### src/design/brd_pkg.sv
`default_nettype none
// ----------------------------------------------------------------------------
// brd_pkg
// Shared types, constants and helpers of the bit-pair response decoder.
// ----------------------------------------------------------------------------
package brd_pkg;

   // Character position count saturates here
   localparam int POSITION_LIMIT = 127;
   localparam int POS_W          = $clog2(POSITION_LIMIT + 1);

   localparam int NUM_COUNTERS   = 11;
   localparam int IDX_W          = 4;
   localparam int VALUE_W        = 16;
   localparam int DIGIT_CNT_W    = 3;
   localparam logic [IDX_W-1:0] LAST_INDEX = IDX_W'(NUM_COUNTERS - 1);

   localparam int FIELD_START      = 3;
   localparam int FIELD_LEN        = 4;
   localparam int LATE_FIELD_START = 59;
   localparam int STATUS_START     = 3;
   localparam int STATUS_LEN       = 2;

   localparam logic [7:0] CHAR_CR = 8'h0D;
   localparam logic [7:0] CHAR_LF = 8'h0A;

   localparam logic [15:0] TIMEOUT_RESET = 16'd1500;

   // Request modes
   localparam logic [1:0] MODE_BYTE  = 2'd0;
   localparam logic [1:0] MODE_TICK  = 2'd1;
   localparam logic [1:0] MODE_CLEAR = 2'd2;

   // Result kinds and error codes
   localparam logic [1:0] KIND_COUNTER = 2'd0;
   localparam logic [1:0] KIND_STATUS  = 2'd1;
   localparam logic [1:0] KIND_ERROR   = 2'd2;
   localparam logic       ERR_TIMEOUT  = 1'b0;
   localparam logic       ERR_LINE     = 1'b1;

   // Register file
   localparam int CSR_ADDR_W = 3;
   localparam int CSR_DATA_W = 32;
   localparam logic [CSR_ADDR_W-3:0] CSR_REG_TIMEOUT = '0;

   // Event queue between front and back
   localparam int QUEUE_DEPTH = 2;
   localparam int QPTR_W      = $clog2(QUEUE_DEPTH);
   localparam int QCNT_W      = $clog2(QUEUE_DEPTH + 1);

   typedef enum logic [1:0] {
      EV_TIMEOUT,
      EV_BAD_LINE,
      EV_STATUS,
      EV_DUMP
   } event_kind_type;

   typedef struct packed {
      event_kind_type kind;
      logic           tray;
      logic           tank;
   } line_event_type;

   typedef enum logic {
      BK_IDLE,
      BK_DUMP
   } back_state_type;

   typedef struct packed {
      logic [1:0] mode;
      logic [7:0] raw_byte;
      logic       expect_status;
   } req_payload_type;

   typedef struct packed {
      logic [1:0]         result_kind;
      logic [IDX_W-1:0]   counter_index;
      logic [VALUE_W-1:0] counter_value;
      logic               field_valid;
      logic               tray_present;
      logic               tank_needs_fill;
      logic               error_code;
      logic               last;
   } rsp_payload_type;

   typedef logic [NUM_COUNTERS-1:0][VALUE_W-1:0]     counter_bank_type;
   typedef logic [NUM_COUNTERS-1:0][DIGIT_CNT_W-1:0] digit_bank_type;

   // Returns {is_hex, nibble}
   function automatic logic [4:0] hex_decode(input logic [7:0] c);
      logic [4:0] res;
      res = '0;
      if (c >= 8'h30 && c <= 8'h39) begin
         res = {1'b1, c[3:0]};
      end else if ((c >= 8'h61 && c <= 8'h66) || (c >= 8'h41 && c <= 8'h46)) begin
         res = {1'b1, 4'(c[3:0] + 4'd9)};
      end
      return res;
   endfunction

   function automatic logic [POS_W-1:0] field_start(input int i);
      logic [POS_W-1:0] s;
      if (i < NUM_COUNTERS - 1) begin
         s = POS_W'(FIELD_START + FIELD_LEN * i);
      end else begin
         s = POS_W'(LATE_FIELD_START);
      end
      return s;
   endfunction

endpackage
`default_nettype wire

### src/design/brd_queue.sv
`default_nettype none
// ----------------------------------------------------------------------------
// brd_queue
// Short event queue that decouples the line parser from the result sequencer.
// ----------------------------------------------------------------------------
module brd_queue
   import brd_pkg::*;
(
   input  wire logic           clock,
   input  wire logic           reset,
   input  wire logic           push,
   input  line_event_type      push_item,
   output logic                full,
   input  wire logic           pop,
   output line_event_type      pop_item,
   output logic                empty
);

   line_event_type          mem_ff [QUEUE_DEPTH];
   logic [QPTR_W-1:0]       wr_ptr_ff, wr_ptr_in;
   logic [QPTR_W-1:0]       rd_ptr_ff, rd_ptr_in;
   logic [QCNT_W-1:0]       count_ff, count_in;
   logic                    do_push, do_pop;

   assign full     = (count_ff == QCNT_W'(QUEUE_DEPTH));
   assign empty    = (count_ff == '0);
   assign do_push  = push && !full;
   assign do_pop   = pop && !empty;
   assign pop_item = mem_ff[rd_ptr_ff];

   always_comb begin
      wr_ptr_in = wr_ptr_ff;
      rd_ptr_in = rd_ptr_ff;
      count_in  = count_ff;
      if (do_push) begin
         wr_ptr_in = (wr_ptr_ff == QPTR_W'(QUEUE_DEPTH - 1)) ? '0 : QPTR_W'(wr_ptr_ff + 1'b1);
      end
      if (do_pop) begin
         rd_ptr_in = (rd_ptr_ff == QPTR_W'(QUEUE_DEPTH - 1)) ? '0 : QPTR_W'(rd_ptr_ff + 1'b1);
      end
      if (do_push && !do_pop) begin
         count_in = QCNT_W'(count_ff + 1'b1);
      end else if (do_pop && !do_push) begin
         count_in = QCNT_W'(count_ff - 1'b1);
      end
   end

   always_ff @(posedge clock) begin
      if (reset) begin
         wr_ptr_ff <= '0;
         rd_ptr_ff <= '0;
         count_ff  <= '0;
      end else begin
         wr_ptr_ff <= wr_ptr_in;
         rd_ptr_ff <= rd_ptr_in;
         count_ff  <= count_in;
      end
   end

   always_ff @(posedge clock) begin
      if (do_push) begin
         mem_ff[wr_ptr_ff] <= push_item;
      end
   end

`ifndef ASSERT_OFF
   a_count_bound: assert property (@(posedge clock) disable iff (reset)
      count_ff <= QCNT_W'(QUEUE_DEPTH))
      else $error("event queue count out of range");
`endif

endmodule
`default_nettype wire

### src/design/brd_front.sv
`default_nettype none
// ----------------------------------------------------------------------------
// brd_front
// Request side: assembles characters from bit pairs, parses hex fields on the
// fly, tracks the timeout and posts one event per finished response.
// ----------------------------------------------------------------------------
module brd_front
   import brd_pkg::*;
(
   input  wire logic           clock,
   input  wire logic           reset,
   input  wire logic           req_push,
   output logic                req_full,
   input  req_payload_type     req_item,
   input  wire logic [15:0]    timeout_limit,
   output logic                ev_push,
   output line_event_type      ev_item,
   input  wire logic           ev_full,
   input  wire logic           dump_done,
   output counter_bank_type    counters,
   output digit_bank_type      digits
);

   logic                    receiving_ff, receiving_in;
   logic                    status_exp_ff, status_exp_in;
   logic [1:0]              pair_ff, pair_in;
   logic [5:0]              partial_ff, partial_in;
   logic                    prev_cr_ff, prev_cr_in;
   logic [POS_W-1:0]        pos_ff, pos_in;
   logic [15:0]             tcount_ff, tcount_in;
   counter_bank_type        counter_ff, counter_in;
   digit_bank_type          digit_ff, digit_in;
   logic [7:0]              status_ff, status_in;
   logic [1:0]              sdigit_ff, sdigit_in;
   logic                    lock_ff, lock_in;

   logic                    accept;
   logic [1:0]              bits;
   logic [7:0]              ch;
   logic [4:0]              hex;
   logic [POS_W-1:0]        start;
   logic [POS_W-1:0]        offset;

   // Hold off new requests while the queue is full or a dump is still reading
   // the counter bank.
   assign req_full = ev_full || lock_ff;
   assign accept   = req_push && !req_full;
   assign bits     = {req_item.raw_byte[5], req_item.raw_byte[2]};
   assign ch       = {bits, partial_ff};
   assign hex      = hex_decode(ch);
   assign counters = counter_ff;
   assign digits   = digit_ff;

   always_comb begin
      receiving_in  = receiving_ff;
      status_exp_in = status_exp_ff;
      pair_in       = pair_ff;
      partial_in    = partial_ff;
      prev_cr_in    = prev_cr_ff;
      pos_in        = pos_ff;
      tcount_in     = tcount_ff;
      counter_in    = counter_ff;
      digit_in      = digit_ff;
      status_in     = status_ff;
      sdigit_in     = sdigit_ff;
      lock_in       = lock_ff && !dump_done;
      ev_push       = 1'b0;
      ev_item       = '{kind: EV_TIMEOUT, tray: 1'b0, tank: 1'b0};
      start         = '0;
      offset        = '0;

      if (accept && req_item.mode == MODE_CLEAR) begin
         receiving_in  = 1'b1;
         status_exp_in = req_item.expect_status;
         pair_in       = '0;
         partial_in    = '0;
         prev_cr_in    = 1'b0;
         pos_in        = '0;
         tcount_in     = '0;
         counter_in    = '0;
         digit_in      = '0;
         status_in     = '0;
         sdigit_in     = '0;
      end else if (accept && receiving_ff &&
                   (req_item.mode == MODE_BYTE || req_item.mode == MODE_TICK)) begin
         if (tcount_ff >= timeout_limit) begin
            receiving_in = 1'b0;
            ev_push      = 1'b1;
         end else begin
            tcount_in = 16'(tcount_ff + 1'b1);
            if (req_item.mode == MODE_BYTE) begin
               if (pair_ff != 2'd3) begin
                  // shift the pair in from the top, lowest pair ends at bit 0
                  partial_in = {bits, partial_ff[5:2]};
                  pair_in    = 2'(pair_ff + 1'b1);
               end else begin
                  pair_in    = '0;
                  partial_in = '0;
                  for (int i = 0; i < NUM_COUNTERS; i++) begin
                     start  = field_start(i);
                     offset = POS_W'(pos_ff - start);
                     if (pos_ff >= start && pos_ff < POS_W'(start + FIELD_LEN) && hex[4] &&
                         digit_ff[i] == DIGIT_CNT_W'(offset[1:0])) begin
                        counter_in[i] = {counter_ff[i][VALUE_W-5:0], hex[3:0]};
                        digit_in[i]   = DIGIT_CNT_W'(digit_ff[i] + 1'b1);
                     end
                  end
                  if (pos_ff >= POS_W'(STATUS_START) &&
                      pos_ff < POS_W'(STATUS_START + STATUS_LEN) && hex[4] &&
                      sdigit_ff == 2'(pos_ff - POS_W'(STATUS_START))) begin
                     status_in = {status_ff[3:0], hex[3:0]};
                     sdigit_in = 2'(sdigit_ff + 1'b1);
                  end
                  if (ch == CHAR_LF && prev_cr_ff) begin
                     // line end: a line feed never touches the parsed fields
                     receiving_in = 1'b0;
                     ev_push      = 1'b1;
                     if (pos_ff == POS_W'(1)) begin
                        ev_item.kind = EV_BAD_LINE;
                     end else if (status_exp_ff) begin
                        if (sdigit_ff != 2'(STATUS_LEN)) begin
                           ev_item.kind = EV_BAD_LINE;
                        end else begin
                           ev_item.kind = EV_STATUS;
                           ev_item.tray = status_ff[4];
                           ev_item.tank = status_ff[5];
                        end
                     end else begin
                        ev_item.kind = EV_DUMP;
                        lock_in      = 1'b1;
                     end
                  end else begin
                     prev_cr_in = (ch == CHAR_CR);
                     if (pos_ff < POS_W'(POSITION_LIMIT)) begin
                        pos_in = POS_W'(pos_ff + 1'b1);
                     end
                  end
               end
            end
         end
      end
   end

   always_ff @(posedge clock) begin
      if (reset) begin
         receiving_ff  <= 1'b0;
         status_exp_ff <= 1'b0;
         pair_ff       <= '0;
         partial_ff    <= '0;
         prev_cr_ff    <= 1'b0;
         pos_ff        <= '0;
         tcount_ff     <= '0;
         counter_ff    <= '0;
         digit_ff      <= '0;
         status_ff     <= '0;
         sdigit_ff     <= '0;
         lock_ff       <= 1'b0;
      end else begin
         receiving_ff  <= receiving_in;
         status_exp_ff <= status_exp_in;
         pair_ff       <= pair_in;
         partial_ff    <= partial_in;
         prev_cr_ff    <= prev_cr_in;
         pos_ff        <= pos_in;
         tcount_ff     <= tcount_in;
         counter_ff    <= counter_in;
         digit_ff      <= digit_in;
         status_ff     <= status_in;
         sdigit_ff     <= sdigit_in;
         lock_ff       <= lock_in;
      end
   end

endmodule
`default_nettype wire

### src/design/brd_back.sv
`default_nettype none
// ----------------------------------------------------------------------------
// brd_back
// Result side: expands queued events into results and holds the current
// result in an output register.
// ----------------------------------------------------------------------------
module brd_back
   import brd_pkg::*;
(
   input  wire logic           clock,
   input  wire logic           reset,
   input  wire logic           ev_empty,
   input  line_event_type      ev_item,
   output logic                ev_pop,
   input  counter_bank_type    counters,
   input  digit_bank_type      digits,
   output logic                rsp_empty,
   input  wire logic           rsp_pop,
   output rsp_payload_type     rsp_item,
   output logic                dump_done
);

   back_state_type          state_ff, state_in;
   logic [IDX_W-1:0]        idx_ff, idx_in;
   logic                    out_valid_ff, out_valid_in;
   rsp_payload_type         out_ff, out_in;
   logic                    advance;
   logic                    load;

   function automatic rsp_payload_type counter_result(input counter_bank_type cb,
                                                      input digit_bank_type db,
                                                      input logic [IDX_W-1:0] i);
      rsp_payload_type r;
      logic            ok;
      r               = '0;
      ok              = (db[i] == DIGIT_CNT_W'(FIELD_LEN));
      r.result_kind   = KIND_COUNTER;
      r.counter_index = i;
      r.counter_value = ok ? cb[i] : '0;
      r.field_valid   = ok;
      r.last          = (i == LAST_INDEX);
      return r;
   endfunction

   assign advance   = !out_valid_ff || rsp_pop;
   assign rsp_empty = !out_valid_ff;
   assign rsp_item  = out_ff;
   assign dump_done = out_valid_ff && rsp_pop && out_ff.last &&
                      out_ff.result_kind == KIND_COUNTER;

   // next state
   always_comb begin
      state_in = state_ff;
      idx_in   = idx_ff;
      case (state_ff)
         BK_IDLE: begin
            if (advance && !ev_empty && ev_item.kind == EV_DUMP) begin
               state_in = BK_DUMP;
               idx_in   = IDX_W'(1);
            end
         end
         BK_DUMP: begin
            if (advance) begin
               if (idx_ff == LAST_INDEX) begin
                  state_in = BK_IDLE;
                  idx_in   = '0;
               end else begin
                  idx_in = IDX_W'(idx_ff + 1'b1);
               end
            end
         end
         default: begin
            state_in = BK_IDLE;
            idx_in   = '0;
         end
      endcase
   end

   // outputs
   always_comb begin
      ev_pop = 1'b0;
      load   = 1'b0;
      out_in = out_ff;
      case (state_ff)
         BK_IDLE: begin
            if (advance && !ev_empty) begin
               ev_pop = 1'b1;
               load   = 1'b1;
               out_in = '0;
               out_in.last = 1'b1;
               case (ev_item.kind)
                  EV_TIMEOUT: begin
                     out_in.result_kind = KIND_ERROR;
                     out_in.error_code  = ERR_TIMEOUT;
                  end
                  EV_BAD_LINE: begin
                     out_in.result_kind = KIND_ERROR;
                     out_in.error_code  = ERR_LINE;
                  end
                  EV_STATUS: begin
                     out_in.result_kind     = KIND_STATUS;
                     out_in.tray_present    = ev_item.tray;
                     out_in.tank_needs_fill = ev_item.tank;
                  end
                  EV_DUMP: begin
                     out_in = counter_result(counters, digits, '0);
                  end
                  default: begin
                     out_in.result_kind = KIND_ERROR;
                  end
               endcase
            end
         end
         BK_DUMP: begin
            if (advance) begin
               load   = 1'b1;
               out_in = counter_result(counters, digits, idx_ff);
            end
         end
         default: begin
            load = 1'b0;
         end
      endcase
      out_valid_in = load ? 1'b1 : (advance ? 1'b0 : out_valid_ff);
   end

   always_ff @(posedge clock) begin
      if (reset) begin
         state_ff     <= BK_IDLE;
         idx_ff       <= '0;
         out_valid_ff <= 1'b0;
      end else begin
         state_ff     <= state_in;
         idx_ff       <= idx_in;
         out_valid_ff <= out_valid_in;
      end
   end

   always_ff @(posedge clock) begin
      if (load) begin
         out_ff <= out_in;
      end
   end

`ifndef ASSERT_OFF
   a_dump_shows_counter: assert property (@(posedge clock) disable iff (reset)
      state_ff == BK_DUMP |-> out_valid_ff && out_ff.result_kind == KIND_COUNTER &&
                              !out_ff.last)
      else $error("dump in progress without a pending counter result");

   a_single_is_last: assert property (@(posedge clock) disable iff (reset)
      out_valid_ff && out_ff.result_kind != KIND_COUNTER |-> out_ff.last)
      else $error("status or error result not marked last");

   a_dump_continues: assert property (@(posedge clock) disable iff (reset)
      out_valid_ff && rsp_pop && out_ff.result_kind == KIND_COUNTER && !out_ff.last
      |=> out_valid_ff && out_ff.result_kind == KIND_COUNTER &&
          out_ff.counter_index == IDX_W'($past(out_ff.counter_index) + 1'b1))
      else $error("counter dump broke its sequence");
`endif

endmodule
`default_nettype wire

### src/design/bitpair_response_decoder.sv
`default_nettype none
// ----------------------------------------------------------------------------
// bitpair_response_decoder
// Decodes a response line sent two bits per raw UART byte into counter,
// status or error results.
// ----------------------------------------------------------------------------
// A request is taken whenever req_full is low. A clear request
// starts a response; raw bytes and ticks then count against timeout_limit.
// Four raw bytes make one character (bit 2 low, bit 5 high of each pair, least
// significant pair first) and the line ends at the first CR LF. At line end a
// counter dump yields eleven results, on consecutive cycles while rsp_pop is
// held high; a status reply or an error yields one. Results leave through an
// output register and a two-entry event queue sits between parser and
// sequencer, so the parser keeps taking requests while results wait, until
// two more finished lines sit queued behind the result on the ports. The
// exception is a counter dump: from its line end until its last result is
// popped req_full stays high, since the dump reads the live counter bank.
// ----------------------------------------------------------------------------
module bitpair_response_decoder
   import brd_pkg::*;
(
   input  wire logic                   clock,
   input  wire logic                   reset,
   // request queue side
   input  wire logic                   req_push,
   output logic                        req_full,
   input  req_payload_type             req_item,
   // result queue side
   output logic                        rsp_empty,
   input  wire logic                   rsp_pop,
   output rsp_payload_type             rsp_item,
   // register port
   input  wire logic                   psel,
   input  wire logic                   penable,
   input  wire logic                   pwrite,
   input  wire logic [CSR_ADDR_W-1:0]  paddr,
   input  wire logic [CSR_DATA_W-1:0]  pwdata,
   output logic [CSR_DATA_W-1:0]       prdata,
   output logic                        pready
);

   logic [15:0]       limit_ff, limit_in;
   logic              csr_hit;
   logic              ev_push, ev_full, ev_pop, ev_empty, dump_done;
   line_event_type    ev_in_item, ev_out_item;
   counter_bank_type  counters;
   digit_bank_type    digits;

   // Register decode: one 16-bit register, word aligned
   assign pready  = 1'b1;
   assign csr_hit = (paddr[CSR_ADDR_W-1:2] == CSR_REG_TIMEOUT);
   assign prdata  = csr_hit ? CSR_DATA_W'(limit_ff) : '0;

   always_comb begin
      limit_in = limit_ff;
      // write on the access phase, ignore unused addresses
      if (psel && penable && pwrite && pready && csr_hit) begin
         limit_in = pwdata[15:0];
      end
   end

   always_ff @(posedge clock) begin
      if (reset) begin
         limit_ff <= TIMEOUT_RESET;
      end else begin
         limit_ff <= limit_in;
      end
   end

   // Parser: assemble characters, parse fields, post line events
   brd_front u_front (
      .clock         (clock),
      .reset         (reset),
      .req_push      (req_push),
      .req_full      (req_full),
      .req_item      (req_item),
      .timeout_limit (limit_ff),
      .ev_push       (ev_push),
      .ev_item       (ev_in_item),
      .ev_full       (ev_full),
      .dump_done     (dump_done),
      .counters      (counters),
      .digits        (digits)
   );

   // Decouple parser from sequencer
   brd_queue u_queue (
      .clock     (clock),
      .reset     (reset),
      .push      (ev_push),
      .push_item (ev_in_item),
      .full      (ev_full),
      .pop       (ev_pop),
      .pop_item  (ev_out_item),
      .empty     (ev_empty)
   );

   // Sequencer: expand events into results, hold the result for the consumer
   brd_back u_back (
      .clock     (clock),
      .reset     (reset),
      .ev_empty  (ev_empty),
      .ev_item   (ev_out_item),
      .ev_pop    (ev_pop),
      .counters  (counters),
      .digits    (digits),
      .rsp_empty (rsp_empty),
      .rsp_pop   (rsp_pop),
      .rsp_item  (rsp_item),
      .dump_done (dump_done)
   );

endmodule
`default_nettype wire

### config.mk
export PLATFORM = sky130hd
export DESIGN_NAME = bitpair_response_decoder
export DESIGN_NICKNAME = d
export VERILOG_FILES = /design/src/design/brd_pkg.sv /design/src/design/brd_queue.sv /design/src/design/brd_front.sv /design/src/design/brd_back.sv /design/src/design/bitpair_response_decoder.sv
export SDC_FILE = /design/constraint.sdc
export NUM_CORES = 1
export LEC_CHECK = 0
export BUFFER_PORTS_ARGS = -buffer_cell sky130_fd_sc_hd__buf_2
export CELL_PAD_IN_SITES_DETAIL_PLACEMENT = 0
export CELL_PAD_IN_SITES_GLOBAL_PLACEMENT = 1
export CORE_UTILIZATION = 25
export DETAILED_ROUTE_END_ITERATION = 10
export GPL_TIMING_DRIVEN = 0
export PLACE_DENSITY = 0.54
export SETUP_SLACK_MARGIN = 0.05
export SLEW_MARGIN = 20
export SYNTH_ARGS = -nofsm -noshare
export SYNTH_HDL_FRONTEND = slang
export SYNTH_SLANG_ARGS = --single-unit
### constraint.sdc
create_clock -name clock -period 3.47 [get_ports clock]
set_input_delay 0.1735 -clock clock [delete_from_list [all_inputs] [get_ports clock]]
set_output_delay 0.1735 -clock clock [all_outputs]
set_load 0.005 [all_outputs]
==> results.toml <==
[run_status]
status = "finished, final reports clean"

[drt]
vias = 12500
wl_per_cell_um = 20.1
via_per_inst = 4.86
route.detailed.drc = 0
ant_nets = 0
drtPass1Iterations = 5
routed_wirelength_um = 51800
dr.first_iter.drc_count = 619

[floorplanning]
start_util = 0.255
ios = 115
core_area_mm2 = 0.0607
fp.dieW_um = 251
die_height_um = 251
die_area_mm2 = 0.0628
num_rows = 90

[hold_path]
min_path_type = "input port to flip-flop"

[cts]
cts_buffer_depth = 3
htree_levels = 2
cts.clk_slew.worst_paths_ns = 0.06
cts_num_sinks = 312
root_buffer = "clkbuf_16"
cts_tree = "built"
clock_latency_ns = 0.56
cts_made_buffers = 37

[timing]
finalSetupViolCount = 0
period_minus_slack_ns = 3.24
rsz0062_at_grt = "false"
skew_ns = 0.0326
fin_crit_sh = 0.935
relSlewSlack = 0.320
worstMarginPinSlew_ns = 1.01
hold_viol = 0
max_clock_freq_mhz = 308
setup_ws_ns = 0.226
drv_slew = 0

[global_routing]
use_met3 = 0.0192
grt_max_degree = 23
met1_usage = 0.225
grt_pass1_vias = 12500
grt_remaining_overflow = 0
top_usage_layer = "met2"
grt_use_total = 0.163
use_met2 = 0.270
antenna_found_initial = 0
grt_first_pass_wirelength_um = 77800

[setup_path]
cp_slowest_cell = "or4_1"
cp-start-kind = "flip-flop"
cp-end-kind = "flip-flop"
critPathMaxFanout = 10
crit_type = "flip-flop to flip-flop"
worstPathArrival_ns = 3.64
crit_path_cell_trace = "clkbuf_2 -> inv_1 -> ha_1 -> clkbuf_1 -> buf_4 -> xnor2_1 -> or4_1 -> nor2_1 -> nand3_1 -> mux2i_1"
cp.required_ns = 3.86
crit_path_max_incr_delay_ns = 0.57

[synthesis]
yosysSeqAreaShare = 0.427
synth_edf_count = 35
netlist_area_mm2 = 0.0155
ys_warn_count = 0
syn_avg_cell_area_um2 = 9.56
synth_seq_cells = 312
synth_cells = 1616
synth_cell_types = 78
async_flop_share = 0
ys.flop_type = "dfxtp_1"

[final_layout]
final_cell_mix = "dfxtp_1, nand2_1, mux2i_1"
syn2layout_area_growth_pct = 19.3
design_area_mm2 = 0.0184
layout_commonest_cell = "dfxtp_1"
drive_above_1_share = 0.142
nNetsFinal = 1860
antenna_cells = 0

[placed_design]
io_buffers = 72
place.gp.congestion = 0.855
place_ws_ns = -0.499
dp_hpwl_um = 38600
place_area_mm2 = 0.0169

[power_and_ir_drop]
ir_worst_vdd_mv = 0.351
p_leak_nw = 6.32
power_density_mw_per_mm2 = 442

[run]
max_cap_violations = 0
## what timing repair did
action                                  CTS  global route
endpoints found under the setup margin   60           152
pin swaps                                 1             1
resized for setup                        13            17
buffers inserted                          2             2
hold buffers                             19             0
hold endpoints to repair                 19             0
## synth_stat cells (11+ instances only)
cell type / count / area share
nor2b_1: 11 / 0.0045
buf_4: 22 / 0.011
dfxtp_1: 277 / 0.36
and2_1: 12 / 0.0049
or4_1: 16 / 0.0078
edfxtp_1: 35 / 0.068
ha_1: 40 / 0.032
nor2_1: 100 / 0.024
o21ai_0: 56 / 0.018
mux2i_1: 214 / 0.14
mux4_2: 32 / 0.047
nand2_1: 276 / 0.067
inv_1: 36 / 0.0087
nor3_1: 17 / 0.0055
nand4_1: 21 / 0.0085
a211oi_1: 22 / 0.011
a21oi_1: 98 / 0.032
or3_1: 27 / 0.011
nand3_1: 33 / 0.011
xnor2_1: 20 / 0.011
clkbuf_1: 80 / 0.019
buf_6: 11 / 0.0080
## stage by stage
step | instances | utilization | total power, mW | hold slack [ns] | setup TNS, ns
after floorplan | 1631 | - | 3.97 | 0.309 | 0
after global placement | 2485 | 0.278 | 4.14 | 0.409 | -10.77
after detailed placement | 2487 | 0.278 | 4.15 | 0.413 | -7.02
after CTS | 2575 | 0.303 | 8.27 | 0.00106 | 0
after global routing | 2577 | 0.304 | 8.43 | 0.0411 | 0
final | 2577 | 0.304 | 8.15 | 0.0285 | 0
## worst max-delay path, delay by kind of cell, from the launching register on
| kind | cells | cell delay [ns] |
|---|---|---|
| multiplexers | 1 | 0.23 |
| buffers and inverters | 4 | 0.96 |
| flip-flops | 1 | 0.32 |
| AND/OR/NAND/NOR | 3 | 1.21 |
| XOR/XNOR | 1 | 0.09 |
| adder cells (fa/ha/maj) | 1 | 0.27 |
## per-layer routing
metal / wire length (um) / share of wire
met5: 0 / 0
met4: 911 / 0.018
met3: 1430 / 0.028
met2: 24200 / 0.47
met1: 25300 / 0.49
## final timing paths
kind | from | end | slack (ns) | depth (start not counted)
min | rsp_pop | u_back.out_valid_ff | 0.03 | 3
max | u_front.pos_ff[1] | u_front.counters[97] | 0.23 | 10
max reg2reg | u_front.pos_ff[1] | u_front.counters[97] | 0.23 | 10
min reg2reg | u_front.counters[60] | u_front.counters[60] | 0.46 | 2
## where the power goes
group	switching [mW]	internal (mW)	leakage [nW]
Combinational	0.261	0.126	3.22
Clock	1.65	2.42	0.624
Sequential	0.0136	3.69	2.48
## flip-flops by register name, summed over array words and instances, names as in the netlist, 2 cells and up, named ones only
name,flops
u_back.rsp_item,27
u_front.tcount_ff,16
u_queue.mem_ff,8
u_front.partial_ff,6
limit_ff,16
u_queue.count_ff,2
u_front.digits,33
u_front.status_ff,4
u_back.idx_ff,4
u_front.counters,176
u_front.pair_ff,2
u_front.sdigit_ff,2
u_front.pos_ff,7
## cell type report
cell class / instances / area (um^2)
buffer: 129 / 771
clock buffer: 51 / 1080
clock inverter: 16 / 185
fill: 6361 / 42300
inverter: 37 / 139
multi-input combinational: 1153 / 8070
sequential: 312 / 6600
tap: 782 / 978
timing repair buffer: 97 / 616
## cells by family after synthesis
group / synth area share
compound gates: 0.0952
xor+xnor: 0.0153
fa+ha+maj: 0.0324
buf+inv: 0.0563
flops: 0.427
mux: 0.186
other cells: 0.000486
simple gates: 0.187
No activity file was read; power rests on OpenSTA's default activity.
